[src/hw/rtl/bwfc_pkg.sv]
// Package for the buffer watermark flow control block.
// Holds opcode and grant-mode codes, register indexes and fixed field widths.
// No dependencies.
package bwfc_pkg;

  localparam int OPCODE_W  = 2;
  localparam int AMOUNT_W  = 32;
  localparam int RES_W     = 18;
  localparam int OCC_OUT_W = 40;
  localparam int CFG_W     = 32;
  localparam int CFG_AW    = 3;

  localparam int unsigned RES_MAX = (1 << RES_W) - 1;

  typedef enum logic [OPCODE_W-1:0] {
    OP_ADD     = 2'd0,
    OP_DRAIN   = 2'd1,
    OP_RESERVE = 2'd2,
    OP_RECHECK = 2'd3
  } opcode_t;

  // How the reserve grant of an item is formed downstream
  typedef enum logic [1:0] {
    GM_NONE  = 2'd0,
    GM_FULL  = 2'd1,
    GM_SLICE = 2'd2,
    GM_CALC  = 2'd3
  } grant_mode_t;

  localparam logic CFG_HIGH = 1'b0;
  localparam logic CFG_MULT = 1'b1;

  typedef struct packed {
    logic                 above;
    logic                 below;
    logic                 ovf;
    grant_mode_t          mode;
    logic [OCC_OUT_W-1:0] occ;
  } res_info_t;

endpackage

[src/hw/rtl/bwfc_if.sv]
// Valid/ready channel interfaces for the buffer watermark flow control block.
// Depends on bwfc_pkg for field widths.
interface bwfc_in_if;
  logic                           valid;
  logic                           ready;
  logic [bwfc_pkg::OPCODE_W-1:0]  opcode;
  logic [bwfc_pkg::AMOUNT_W-1:0]  amount;

  modport source (output valid, output opcode, output amount, input ready);
  modport sink   (input valid, input opcode, input amount, output ready);
endinterface

interface bwfc_out_if;
  logic                           valid;
  logic                           ready;
  logic                           went_above_high;
  logic                           went_below_low;
  logic                           went_above_overflow;
  logic [bwfc_pkg::RES_W-1:0]     reserve_bytes;
  logic [bwfc_pkg::OCC_OUT_W-1:0] occupancy;

  modport source (output valid, output went_above_high, output went_below_low,
                  output went_above_overflow, output reserve_bytes, output occupancy,
                  input ready);
  modport sink   (input valid, input went_above_high, input went_below_low,
                  input went_above_overflow, input reserve_bytes, input occupancy,
                  output ready);
endinterface

[src/hw/rtl/buffer_watermark_flow_control.sv]
// 4 register stages counting the result register; throughput one request per cycle
// while the output channel is not stalled by out_ch.ready.
// Occupancy and the high/overflow marks update in the first stage, so requests run
// back to back; the next two stages round the reserve grant with two multipliers.
// Any stage advances when the one after it is empty or advancing.
// Synchronous active-low reset clears occupancy, marks, configuration registers and stage valids.
// Depends on bwfc_pkg and bwfc_if.
module buffer_watermark_flow_control #(
  parameter int READ_RESERVE_BYTES = 131072,
  parameter int SLICE_BYTES        = 16384,
  parameter int OCCUPANCY_BITS     = 40
) (
  input  logic                        clk,
  input  logic                        rst_n,
  bwfc_in_if.sink                     in_ch,
  bwfc_out_if.source                  out_ch,
  input  logic                        cfg_psel,
  input  logic                        cfg_penable,
  input  logic                        cfg_pwrite,
  input  logic [bwfc_pkg::CFG_AW-1:0] cfg_paddr,
  input  logic [bwfc_pkg::CFG_W-1:0]  cfg_pwdata,
  output logic [bwfc_pkg::CFG_W-1:0]  cfg_prdata,
  output logic                        cfg_pready
);
  import bwfc_pkg::*;

  localparam int OB = OCCUPANCY_BITS;
  localparam int XW = $clog2(READ_RESERVE_BYTES + SLICE_BYTES + 1);
  localparam longint unsigned RECIP = (64'd1 << XW) / SLICE_BYTES;
  localparam int unsigned RRB_CLIP =
    (READ_RESERVE_BYTES > RES_MAX) ? RES_MAX : READ_RESERVE_BYTES;
  localparam int unsigned SLC_CLIP = (SLICE_BYTES > RES_MAX) ? RES_MAX : SLICE_BYTES;

  // ---------------- configuration ----------------
  logic [CFG_W-1:0] high_r, mult_r, lvl_r, lvl_nxt;
  logic             lvl_en_r, lvl_en_nxt;
  logic             cfg_wr;
  logic [CFG_W-1:0] mul_a, mul_b, mult_new;
  logic [2*CFG_W-1:0] cfg_prod;

  assign cfg_pready = 1'b1;
  assign cfg_wr     = cfg_psel && cfg_penable && cfg_pwrite;
  assign cfg_prdata = (cfg_paddr[2] == CFG_MULT) ? mult_r : high_r;

  // Form the overflow level at write time so it is ready with the register
  always_comb begin
    mul_a    = (cfg_paddr[2] == CFG_HIGH) ? cfg_pwdata : high_r;
    mul_b    = (cfg_paddr[2] == CFG_MULT) ? cfg_pwdata : mult_r;
    mult_new = mul_b;
    cfg_prod = (2*CFG_W)'(mul_a) * (2*CFG_W)'(mul_b);
    lvl_nxt  = cfg_prod[CFG_W-1:0];
    lvl_en_nxt = (mult_new != '0) && (cfg_prod[2*CFG_W-1:CFG_W] == '0) &&
                 (cfg_prod[CFG_W-1:0] != '0);
  end

  always_ff @(posedge clk) begin
    if (!rst_n) begin
      high_r   <= '0;
      mult_r   <= '0;
      lvl_r    <= '0;
      lvl_en_r <= 1'b0;
    end else if (cfg_wr) begin
      if (cfg_paddr[2] == CFG_HIGH) begin
        high_r <= cfg_pwdata;
      end else begin
        mult_r <= cfg_pwdata;
      end
      lvl_r    <= lvl_nxt;
      lvl_en_r <= lvl_en_nxt;
    end
  end

  // ---------------- pipeline control ----------------
  logic p1_v_r, p2_v_r, p3_v_r, out_v_r;
  logic en1, en2, en3, en_o, acc;

  assign en_o = !out_v_r || out_ch.ready;
  assign en3  = !p3_v_r || en_o;
  assign en2  = !p2_v_r || en3;
  assign en1  = !p1_v_r || en2;
  assign in_ch.ready = en1;
  assign acc  = in_ch.valid && en1;

  always_ff @(posedge clk) begin
    if (!rst_n) begin
      p1_v_r  <= 1'b0;
      p2_v_r  <= 1'b0;
      p3_v_r  <= 1'b0;
      out_v_r <= 1'b0;
    end else begin
      if (en1) p1_v_r  <= in_ch.valid;
      if (en2) p2_v_r  <= p1_v_r;
      if (en3) p3_v_r  <= p2_v_r;
      if (en_o) out_v_r <= p3_v_r;
    end
  end

  // ---------------- stage 1: occupancy and marks ----------------
  logic [OB-1:0] occ_r, occ_nxt;
  logic          ah_r, ah_nxt, ov_r, ov_nxt;
  logic [OB:0]   sum;
  logic [OB-1:0] hw_ext, hw_half, lvl_ext, amt_ext;
  logic          do_high, do_low, cond_h, set_ah, set_ov, clr_ah, ah_mid;
  logic [CFG_W-1:0] room;
  grant_mode_t   mode;
  logic [XW-1:0] x_nxt;
  res_info_t     info_nxt;

  always_comb begin
    hw_ext  = OB'(high_r);
    hw_half = OB'(high_r >> 1);
    lvl_ext = OB'(lvl_r);
    amt_ext = OB'(in_ch.amount);
    sum     = {1'b0, occ_r} + (OB+1)'(in_ch.amount);
    occ_nxt = occ_r;
    do_high = 1'b0;
    do_low  = 1'b0;
    mode    = GM_NONE;
    room    = '0;
    x_nxt   = '0;
    case (opcode_t'(in_ch.opcode))
      OP_ADD: begin
        occ_nxt = sum[OB] ? '1 : sum[OB-1:0];
        do_high = 1'b1;
      end
      OP_DRAIN: begin
        occ_nxt = (amt_ext > occ_r) ? '0 : occ_r - amt_ext;
        do_low  = 1'b1;
      end
      OP_RESERVE: begin
        if (high_r == '0 || READ_RESERVE_BYTES == 0) begin
          mode = GM_FULL;
        end else if (occ_r >= hw_ext) begin
          mode = GM_SLICE;
        end else begin
          room = high_r - occ_r[CFG_W-1:0];
          if (room >= CFG_W'(READ_RESERVE_BYTES)) begin
            mode = GM_FULL;
          end else begin
            mode  = GM_CALC;
            x_nxt = XW'(room) + XW'(SLICE_BYTES - 1);
          end
        end
      end
      OP_RECHECK: begin
        do_high = 1'b1;
        do_low  = 1'b1;
      end
      default: begin
        occ_nxt = occ_r;
      end
    endcase

    // High check runs before the low check, on the updated occupancy
    cond_h = do_high && (high_r != '0) && (occ_nxt > hw_ext);
    set_ah = cond_h && !ah_r;
    ah_mid = ah_r || cond_h;
    set_ov = cond_h && lvl_en_r && !ov_r && (occ_nxt > lvl_ext);
    clr_ah = do_low && ah_mid && ((high_r == '0) || (occ_nxt <= hw_half));
    ah_nxt = ah_mid && !clr_ah;
    ov_nxt = ov_r || set_ov;

    info_nxt.above = set_ah;
    info_nxt.below = clr_ah;
    info_nxt.ovf   = set_ov;
    info_nxt.mode  = mode;
    info_nxt.occ   = OCC_OUT_W'(occ_nxt);
  end

  always_ff @(posedge clk) begin
    if (!rst_n) begin
      occ_r <= '0;
      ah_r  <= 1'b0;
      ov_r  <= 1'b0;
    end else if (acc) begin
      occ_r <= occ_nxt;
      ah_r  <= ah_nxt;
      ov_r  <= ov_nxt;
    end
  end

  res_info_t     p1_info_r, p2_info_r, p3_info_r;
  logic [XW-1:0] p1_x_r, p2_x_r, p3_x_r;
  logic [XW-1:0] p2_q_r, p3_pq_r;

  always_ff @(posedge clk) begin
    if (en1) begin
      p1_info_r <= info_nxt;
      p1_x_r    <= x_nxt;
    end
  end

  // ---------------- stage 2: quotient estimate ----------------
  logic [2*XW:0] xm;
  assign xm = (2*XW+1)'(p1_x_r) * (2*XW+1)'(RECIP);

  always_ff @(posedge clk) begin
    if (en2) begin
      p2_info_r <= p1_info_r;
      p2_x_r    <= p1_x_r;
      p2_q_r    <= xm[XW +: XW];
    end
  end

  // ---------------- stage 3: back to bytes ----------------
  logic [2*XW-1:0] qs;
  assign qs = (2*XW)'(p2_q_r) * (2*XW)'(SLICE_BYTES);

  always_ff @(posedge clk) begin
    if (en3) begin
      p3_info_r <= p2_info_r;
      p3_x_r    <= p2_x_r;
      p3_pq_r   <= qs[XW-1:0];
    end
  end

  // ---------------- output stage: correct and clip ----------------
  logic [XW-1:0]    rem, len;
  logic [CFG_W-1:0] len_w;
  logic [RES_W-1:0] grant;

  always_comb begin
    // Estimate is low by at most one slice; bump when the remainder shows it
    rem   = p3_x_r - p3_pq_r;
    len   = ((XW+1)'(rem) >= (XW+1)'(SLICE_BYTES)) ? p3_pq_r + XW'(SLICE_BYTES) : p3_pq_r;
    len_w = CFG_W'(len);
    if (len_w > CFG_W'(READ_RESERVE_BYTES)) len_w = CFG_W'(READ_RESERVE_BYTES);
    if (len_w > CFG_W'(RES_MAX)) len_w = CFG_W'(RES_MAX);
    case (p3_info_r.mode)
      GM_NONE:  grant = '0;
      GM_FULL:  grant = RES_W'(RRB_CLIP);
      GM_SLICE: grant = RES_W'(SLC_CLIP);
      GM_CALC:  grant = len_w[RES_W-1:0];
      default:  grant = '0;
    endcase
  end

  res_info_t        out_info_r;
  logic [RES_W-1:0] out_grant_r;

  always_ff @(posedge clk) begin
    if (en_o) begin
      out_info_r  <= p3_info_r;
      out_grant_r <= grant;
    end
  end

  assign out_ch.valid               = out_v_r;
  assign out_ch.went_above_high     = out_info_r.above;
  assign out_ch.went_below_low      = out_info_r.below;
  assign out_ch.went_above_overflow = out_info_r.ovf;
  assign out_ch.reserve_bytes       = out_grant_r;
  assign out_ch.occupancy           = out_info_r.occ;

  // ---------------- assertions ----------------
  a_ovf_sticky: assert property (@(posedge clk) disable iff (!rst_n)
    ov_r |=> ov_r)
    else $error("overflow mark cleared without reset");

  a_occ_hold: assert property (@(posedge clk) disable iff (!rst_n)
    !acc |=> $stable(occ_r))
    else $error("occupancy changed without an accepted request");

  a_no_cross_both: assert property (@(posedge clk) disable iff (!rst_n)
    out_v_r |-> !(out_info_r.above && out_info_r.below))
    else $error("result both latched and cleared the high mark");

  a_grant_quiet: assert property (@(posedge clk) disable iff (!rst_n)
    (out_v_r && (out_grant_r != '0)) |->
      !(out_info_r.above || out_info_r.below || out_info_r.ovf))
    else $error("reserve result carries watermark flags");

  a_ovf_needs_high: assert property (@(posedge clk) disable iff (!rst_n)
    (acc && set_ov) |=> ah_r)
    else $error("overflow latched without the high mark");

endmodule
[src/flat_wrapper.sv]
// flat-port wrapper written by rule: the top's interface ports become plain ports
module buffer_watermark_flow_control_flat import bwfc_pkg::*;
#(
  parameter int READ_RESERVE_BYTES = 131072,
  parameter int SLICE_BYTES        = 16384,
  parameter int OCCUPANCY_BITS     = 40
)
  (clk, rst_n, cfg_psel, cfg_penable, cfg_pwrite, cfg_paddr, cfg_pwdata, cfg_prdata, cfg_pready, in_ch_valid, in_ch_opcode, in_ch_amount, in_ch_ready, out_ch_valid, out_ch_went_above_high, out_ch_went_below_low, out_ch_went_above_overflow, out_ch_reserve_bytes, out_ch_occupancy, out_ch_ready);
  bwfc_in_if in_ch_i ();
  bwfc_out_if out_ch_i ();
  input  logic clk;
  input  logic rst_n;
  input  logic cfg_psel;
  input  logic cfg_penable;
  input  logic cfg_pwrite;
  input  logic [bwfc_pkg::CFG_AW-1:0] cfg_paddr;
  input  logic [bwfc_pkg::CFG_W-1:0] cfg_pwdata;
  output logic [bwfc_pkg::CFG_W-1:0] cfg_prdata;
  output logic cfg_pready;
  input wire logic [$bits(in_ch_i.valid)-1:0] in_ch_valid;
  input wire logic [$bits(in_ch_i.opcode)-1:0] in_ch_opcode;
  input wire logic [$bits(in_ch_i.amount)-1:0] in_ch_amount;
  output wire logic [$bits(in_ch_i.ready)-1:0] in_ch_ready;
  output wire logic [$bits(out_ch_i.valid)-1:0] out_ch_valid;
  output wire logic [$bits(out_ch_i.went_above_high)-1:0] out_ch_went_above_high;
  output wire logic [$bits(out_ch_i.went_below_low)-1:0] out_ch_went_below_low;
  output wire logic [$bits(out_ch_i.went_above_overflow)-1:0] out_ch_went_above_overflow;
  output wire logic [$bits(out_ch_i.reserve_bytes)-1:0] out_ch_reserve_bytes;
  output wire logic [$bits(out_ch_i.occupancy)-1:0] out_ch_occupancy;
  input wire logic [$bits(out_ch_i.ready)-1:0] out_ch_ready;
  assign in_ch_i.valid = in_ch_valid;
  assign in_ch_i.opcode = in_ch_opcode;
  assign in_ch_i.amount = in_ch_amount;
  assign in_ch_ready = in_ch_i.ready;
  assign out_ch_valid = out_ch_i.valid;
  assign out_ch_went_above_high = out_ch_i.went_above_high;
  assign out_ch_went_below_low = out_ch_i.went_below_low;
  assign out_ch_went_above_overflow = out_ch_i.went_above_overflow;
  assign out_ch_reserve_bytes = out_ch_i.reserve_bytes;
  assign out_ch_occupancy = out_ch_i.occupancy;
  assign out_ch_i.ready = out_ch_ready;
  buffer_watermark_flow_control #(.READ_RESERVE_BYTES(READ_RESERVE_BYTES), .SLICE_BYTES(SLICE_BYTES), .OCCUPANCY_BITS(OCCUPANCY_BITS)) u_core (.clk(clk), .rst_n(rst_n), .in_ch(in_ch_i), .out_ch(out_ch_i), .cfg_psel(cfg_psel), .cfg_penable(cfg_penable), .cfg_pwrite(cfg_pwrite), .cfg_paddr(cfg_paddr), .cfg_pwdata(cfg_pwdata), .cfg_prdata(cfg_prdata), .cfg_pready(cfg_pready));
endmodule
[config.mk]
export PLATFORM = sky130hd
export DESIGN_NAME = buffer_watermark_flow_control_flat
export DESIGN_NICKNAME = d
export VERILOG_FILES = /design/src/hw/rtl/bwfc_pkg.sv /design/src/hw/rtl/bwfc_if.sv /design/src/hw/rtl/buffer_watermark_flow_control.sv /design/src/flat_wrapper.sv
export SDC_FILE = /design/constraint.sdc
export NUM_CORES = 2
export LEC_CHECK = 0
export ABC_AREA = 0
export BUFFER_PORTS_ARGS = -buffer_cell sky130_fd_sc_hd__buf_2
export CAP_MARGIN = 20
export CORE_AREA = 4 4 309 311
export CTS_CLUSTER_DIAMETER = 30
export DETAILED_ROUTE_END_ITERATION = 12
export DIE_AREA = 0 0 313 315
export HOLD_SLACK_MARGIN = 0.15
export PLACE_DENSITY = 0.77
export SYNTH_ARGS = -nofsm -noshare
export SYNTH_HDL_FRONTEND = slang
export SYNTH_SLANG_ARGS = --single-unit
[constraint.sdc]
create_clock -name clk -period 17 [get_ports clk]
set_input_delay 0.85 -clock clk [delete_from_list [all_inputs] [get_ports clk]]
set_output_delay 0.85 -clock clk [all_outputs]
set_load 0.005 [all_outputs]
=== After elaboration in Yosys (flattened, before gate mapping) ===
Index checks and enable logic that the tools add are counted.

* Register bits: 401
* Bits of input ports: 76
* Word-level logic and storage cells: 114

* Add/subtract/negate cells: 6
* $mul: 1
* Order comparisons: 9
* Equal/unequal tests: 6
* Mux-type cells: 15
* Bitwise operators: 1
* Reductions and logical operators: 39

{| class="wikitable"
|+ Operator list
! cell !! number
|-
| two-way mux 32 bit || 3
|-
| nonzero test 32 bit || 3
|-
| greater-than comparator 40 x 32 -> 1 bit || 2
|-
| two-way mux 40 bit || 2
|-
| one-hot mux 40 bit (2 select lines) || 1
|-
| one-hot mux 18 bit (4 select lines) || 1
|-
| logical NOT 32 bit || 2
|-
| multiplier 32 x 32 -> 64 bit || 1
|-
| two-way mux 18 bit || 3
|-
| adder 40 x 32 -> 41 bit || 1
|-
| greater-or-equal comparator 40 x 32 -> 1 bit || 1
|-
| greater-than comparator 32 x 40 -> 1 bit || 1
|-
| less-or-equal comparator 40 x 31 -> 1 bit || 1
|-
| subtractor 40 x 32 -> 40 bit || 1
|-
| greater-than comparator 18 bit (second input constant) || 2
|-
| greater-or-equal comparator 32 x 18 -> 1 bit (second input constant) || 1
|-
| subtractor 32 bit || 1
|-
| adder 18 x 14 -> 18 bit (second input constant) || 1
|-
| adder 18 x 15 -> 18 bit (second input constant) || 1
|-
| greater-or-equal comparator 18 x 15 -> 1 bit (second input constant) || 1
|-
| subtractor 18 bit || 1
|-
| logical AND 1 bit || 14
|-
| == test 2 bit (second input constant) || 4
|-
| logical NOT 1 bit || 7
|-
| 8 further kinds || 21
|}

=== Depth between registers and ports, before layout ===
* Depth in word-level cells: 10
* Depth in mapped cells: 38
* Mapped depth without buffers: 31

=== Least setup slack after synthesis ===
No wires, ideal clock.

* Kind: input to register
* From: input cfg_paddr[2] (netlist name)
* To: register u_core.lvl_en_r
* Data arrival time: 10.086 ns
* Required time: 16.941 ns
* Slack: 6.855 ns
* Stages: 34
* Path buffers: 7
* Cell sequence: clkbuf_1 -> clkbuf_1 -> clkbuf_1 -> clkbuf_1 -> buf_1 -> mux2i_1 -> clkbuf_1 -> nor2_1 -> fa_1 -> fa_1 -> inv_1 -> fa_1 -> inv_1 -> fa_1 -> inv_1 -> fa_1 -> fa_1 -> fa_1 -> fa_1 -> inv_1 -> ha_1 -> clkbuf_1 -> and4_1 -> and3_1 -> a41oi_1 -> nand4_1 -> o21ai_2 -> a21oi_1 -> nor4_1 -> o22ai_1 -> or4_1 -> nor4_1 -> nand4_1 -> nand2_1

* Longest elaborated chain between the ends: 5
* Elaborated cells on any way between the ends: 8
* Classes of those cells: mul (1); mux (2); reduce/logical (5)

{| class="wikitable"
|+ Ends and longest elaborated chain
! what !! RTL line !! RTL
|-
| start: declaration || flat_wrapper.sv:16 || <nowiki>input logic [bwfc_pkg::CFG_AW-1:0] cfg_paddr;</nowiki>
|-
| two-way mux 32 bit (on tied branches) || buffer_watermark_flow_control.sv:47, buffer_watermark_flow_control.sv:48 ||
|-
| multiplier 32 x 32 -> 64 bit || buffer_watermark_flow_control.sv:50 || <nowiki>cfg_prod = (2*CFG_W)'(mul_a) * (2*CFG_W)'(mul_b);</nowiki>
|-
| logical NOT 32 bit || buffer_watermark_flow_control.sv:52 || <nowiki>lvl_en_nxt = (mult_new != '0) && (cfg_prod[2*CFG_W-1:CFG_W] == '0) &&</nowiki>
|-
| logical AND 1 bit || buffer_watermark_flow_control.sv:52 ||
|-
| logical AND 1 bit (*) || buffer_watermark_flow_control.sv:52 ||
|-
| end signal: assignment || buffer_watermark_flow_control.sv:69 || <nowiki>lvl_en_r <= lvl_en_nxt;</nowiki>
|-
| end: declaration || buffer_watermark_flow_control.sv:36 || <nowiki>logic lvl_en_r, lvl_en_nxt;</nowiki>
|}

Mark *: on every way between the ends. The rest lies on a longest branch, timed or not.
A chain may end at the register's enable or synchronous reset.

=== Worst setup path after layout ===
Ends and elaborated chain as after synthesis.

==> results.md <==
- Max-slew headroom: 15.3%
- CTS sink cnt: 337
- DIE AREA: 98600 um2
- R2r startpoint: u_core.high_r[17]
- M3 GR Usage: 11.3%
- Routed WL: 189000 um
- Worst Setup SP: cfg_paddr[2]
- Vias in the first global route: 47600
- Worst Path Max Fanout: 75
- Maximum clock frequency: 89.1 MHz
- Clock skew: 0.0732 ns
- FF-to-FF End: u_core.lvl_en_r
- Worst-path clk slew: 0.05 ns
- Vias/cell: 6.21
- Total congestion overflow: 0
- CP Data Required Time: 17.52 ns
- Yosys cell types: 96
- Width of the chip: 313 um
- Core Region: 92800 um2
- Syn-to-layout area delta: 7.53%
- Vias: 46700
- Async SR Flop Fraction: 0%
- DRC Markers: 0
- Final HPWL DP: 151000 um
- CP max-delay cell: mux2i_1
- #FFs+latches synth: 337
- Startpoint Class: primary input
- Slew Viols, Final: 0
- Post-CTS setup buffers: 0
- Setup-failing EPs final: 0
- Clock Latency Late Sink: 0.65 ns
- Worst path max stage delay: 0.88 ns
- Layout cells sized above 1: 7.99%
- Final core utilization: 63.9%
- GR peak layer: met2
- Initial antenna violation count: 17
- Drt first-iter violations: 4846
- R2R cell count: 29
- Die height: 315 um
- Ys Warns: 0
- Pwr dens: 212 nW/um2
- Per-cell routed wire length: 25.2 um
- First-pass GRT wire length: 287000 um
- Post-synth EDFFs: 194
- Post-synthesis instance area: 55100 um2
- Post-CTS sizing: 0
- Nets: 7673
- Met1 GRT Util: 48.8%
- Pre-antenna DRT Iters: 5
- Worst Path Arrival: 11.75 ns
- Post-route ant nets: 0
- Routability congestion estimate: 1.03
- Htree depth: 2
- Main synth FF type: edfxtp_1
- Worst-Margin Slew: 1.23 ns
- R2R setup slack: 7.01 ns
- CTS Buffer Depth: 3
- Peak supply drop: 360 uV
- Register area share after synthesis: 15.8%
- Period utilization: 66.1%
- Critical path's most frequent cell: fa_1
- Tmin final: 11.23 ns
- Finished Cell Area: 59300 um2
- TritonCTS Buffers: 60
- Port buffer count: 154
- Dpl cell area: 57000 um2
- Critical Path Sink: u_core.lvl_en_r
- Unrepaired setup endpoints after global routing: false
- Hold Fails Final Rpt: 0
- Average size of a mapped cell: 8.86 um2
- Status: completed
- Hold Buf Count CTS: 0
- Category of the most critical setup path: primary input to flop
- Setup TNS: 0 ns
- Rows: 112
- Max cap viols: 0
- Cells after synthesis: 6222
- CTS root buf: clkbuf_16
- Met2 GRT Util: 59.1%
- I/O pin count: 172
- Largest net degree at the start of global routing: 92
- Min-Delay Path Class: flop to flop
- CP endpoint kind: flop
- Leakage power total: 25.7 nW
- Total Routing Usage GR: 38.6%
- CTS tree: yes
- Initial core utilization: 59.4%
per-layer routing:
layer,share of wire (%),up-vias
li1,-,20200
met3,12,695
met2,43,2784
met4,7.2,6
met1,37,23000
met5,0.051,-
area by class of cell:
cell class / instances / area [um2]
well taps: 1254 / 1570
fillers: 7791 / 33500
clock buffers: 69 / 1590
flip-flops and latches: 337 / 8690
diodes: 12 / 30.0
inverters: 926 / 3480
multi-input cells: 4635 / 41800
repair buffers: 249 / 1500
clock inverters: 44 / 621
Yosys cell counts, types with 51 or more instances:
cell type,number,share of area (%)
o21ai_0,168,1.5
nand4_1,62,0.70
a211oi_1,104,1.4
fa_1,899,33
mux2_2,66,1.3
a21o_1,84,1.1
nor3_1,51,0.46
nand2_1,791,5.4
a21oi_1,301,2.7
edfxtp_1,194,11
inv_1,924,6.3
dfxtp_1,143,5.2
mux2i_1,73,1.3
nand3_1,60,0.54
xnor2_1,82,1.3
ha_1,489,11
nor2_1,774,5.3
clkbuf_1,265,1.8
critical path, delay by kind of cell:
| family | cells | cell delay (ns) |
|---|---|---|
| compound gates | 4 | 1.98 |
| xor+xnor | 1 | 0.26 |
| fa+ha+maj | 9 | 4.41 |
| buf+inv | 8 | 1.91 |
| mux | 1 | 0.88 |
| simple gates | 8 | 1.32 |
how the worst min path moves through the flow:
stage / from / end / cells after the start
3_5_place_dp: u_core.p3_info_r[11] / u_core.out_ch.occupancy[11] / 0
4_1_cts: u_core.p2_info_r[33] / u_core.p3_info_r[33] / 0
3_3_place_gp: u_core.p1_info_r[22] / u_core.p2_info_r[22] / 0
5_1_grt: u_core.p1_info_r[25] / u_core.p2_info_r[25] / 0
6_report: u_core.p2_info_r[33] / u_core.p3_info_r[33] / 0
2_1_floorplan: u_core.p3_info_r[0] / u_core.out_ch.occupancy[0] / 0
through the flow:
step | hold WS [ns] | power (mW) | worst slack (ns) | cells
after floorplan | 0.400 | 7.90 | 6.86 | 6235
after global placement | 0.400 | 10.8 | 5.08 | 7398
after detailed placement | 0.405 | 10.9 | 5.41 | 7400
after CTS | 0.413 | 12.3 | 5.94 | 7513
after global routing | 0.417 | 13.5 | 5.38 | 7519
final | 0.411 | 12.6 | 5.77 | 7526
state kept, by name (all words and copies together), names as in the netlist:
| signal | flops |
|---|---|
| u_core.mult_r | 32 |
| u_core.ov_r | 1 |
| u_core.p3_info_r | 45 |
| u_core.p2_v_r | 1 |
| u_core.ah_r | 1 |
| u_core.p3_x_r | 4 |
| u_core.lvl_r | 32 |
| u_core.out_ch.valid | 1 |
| u_core.out_ch.went_below_low | 1 |
| u_core.p3_v_r | 1 |
| u_core.out_ch.occupancy | 40 |
| u_core.p1_v_r | 1 |
| u_core.p1_x_r | 4 |
| u_core.out_ch.reserve_bytes | 4 |
| u_core.p1_info_r | 45 |
| u_core.occ_r | 40 |
| u_core.p2_x_r | 4 |
| u_core.out_ch.went_above_high | 1 |
| u_core.high_r | 32 |
| u_core.lvl_en_r | 1 |
| u_core.out_ch.went_above_overflow | 1 |
| u_core.p2_info_r | 45 |
cells in the final DEF, fill, tap and decap left out, drive strengths merged, types with 32 or more instances in the layout:
master and instances:
a211oi 106, a21o 84, a21oi 301, a31oi 48
and3 32, buf 248, clkbuf 70, dfxtp 143
edfxtp 194, fa 899, ha 489, inv 930
mux2 66, mux2i 73, nand2 792, nand3 60
nand4 62, nor2 775, nor2b 39, nor3 52
nor4 44, o21a 43, o21ai 180, xnor2 82
xor2 32
power by group:
group / switching (mW) / internal [mW] / total [mW] / leakage (nW)
combinational: 6.68 / 3.61 / 10.3 / 21.2
sequential: 0.0539 / 0.963 / 1.02 / 3.40
clock: 0.438 / 0.841 / 1.28 / 1.08
kinds of logic after synthesis:
| logic type | after synthesis | share of synthesized area (%) |
|---|---|---|
| buffers and inverters | 1263 | 8.79 |
| muxes | 139 | 2.67 |
| xor gates and xnor gates | 114 | 1.81 |
| other | 2 | 0.0136 |
| AOI/OAI and AO/OA | 1005 | 11.9 |
| DFF | 337 | 15.8 |
| and+or+nand+nor | 1974 | 15.3 |
| adders and majority gates | 1388 | 43.8 |
Note: power is estimated with default switching activity, not from simulation.
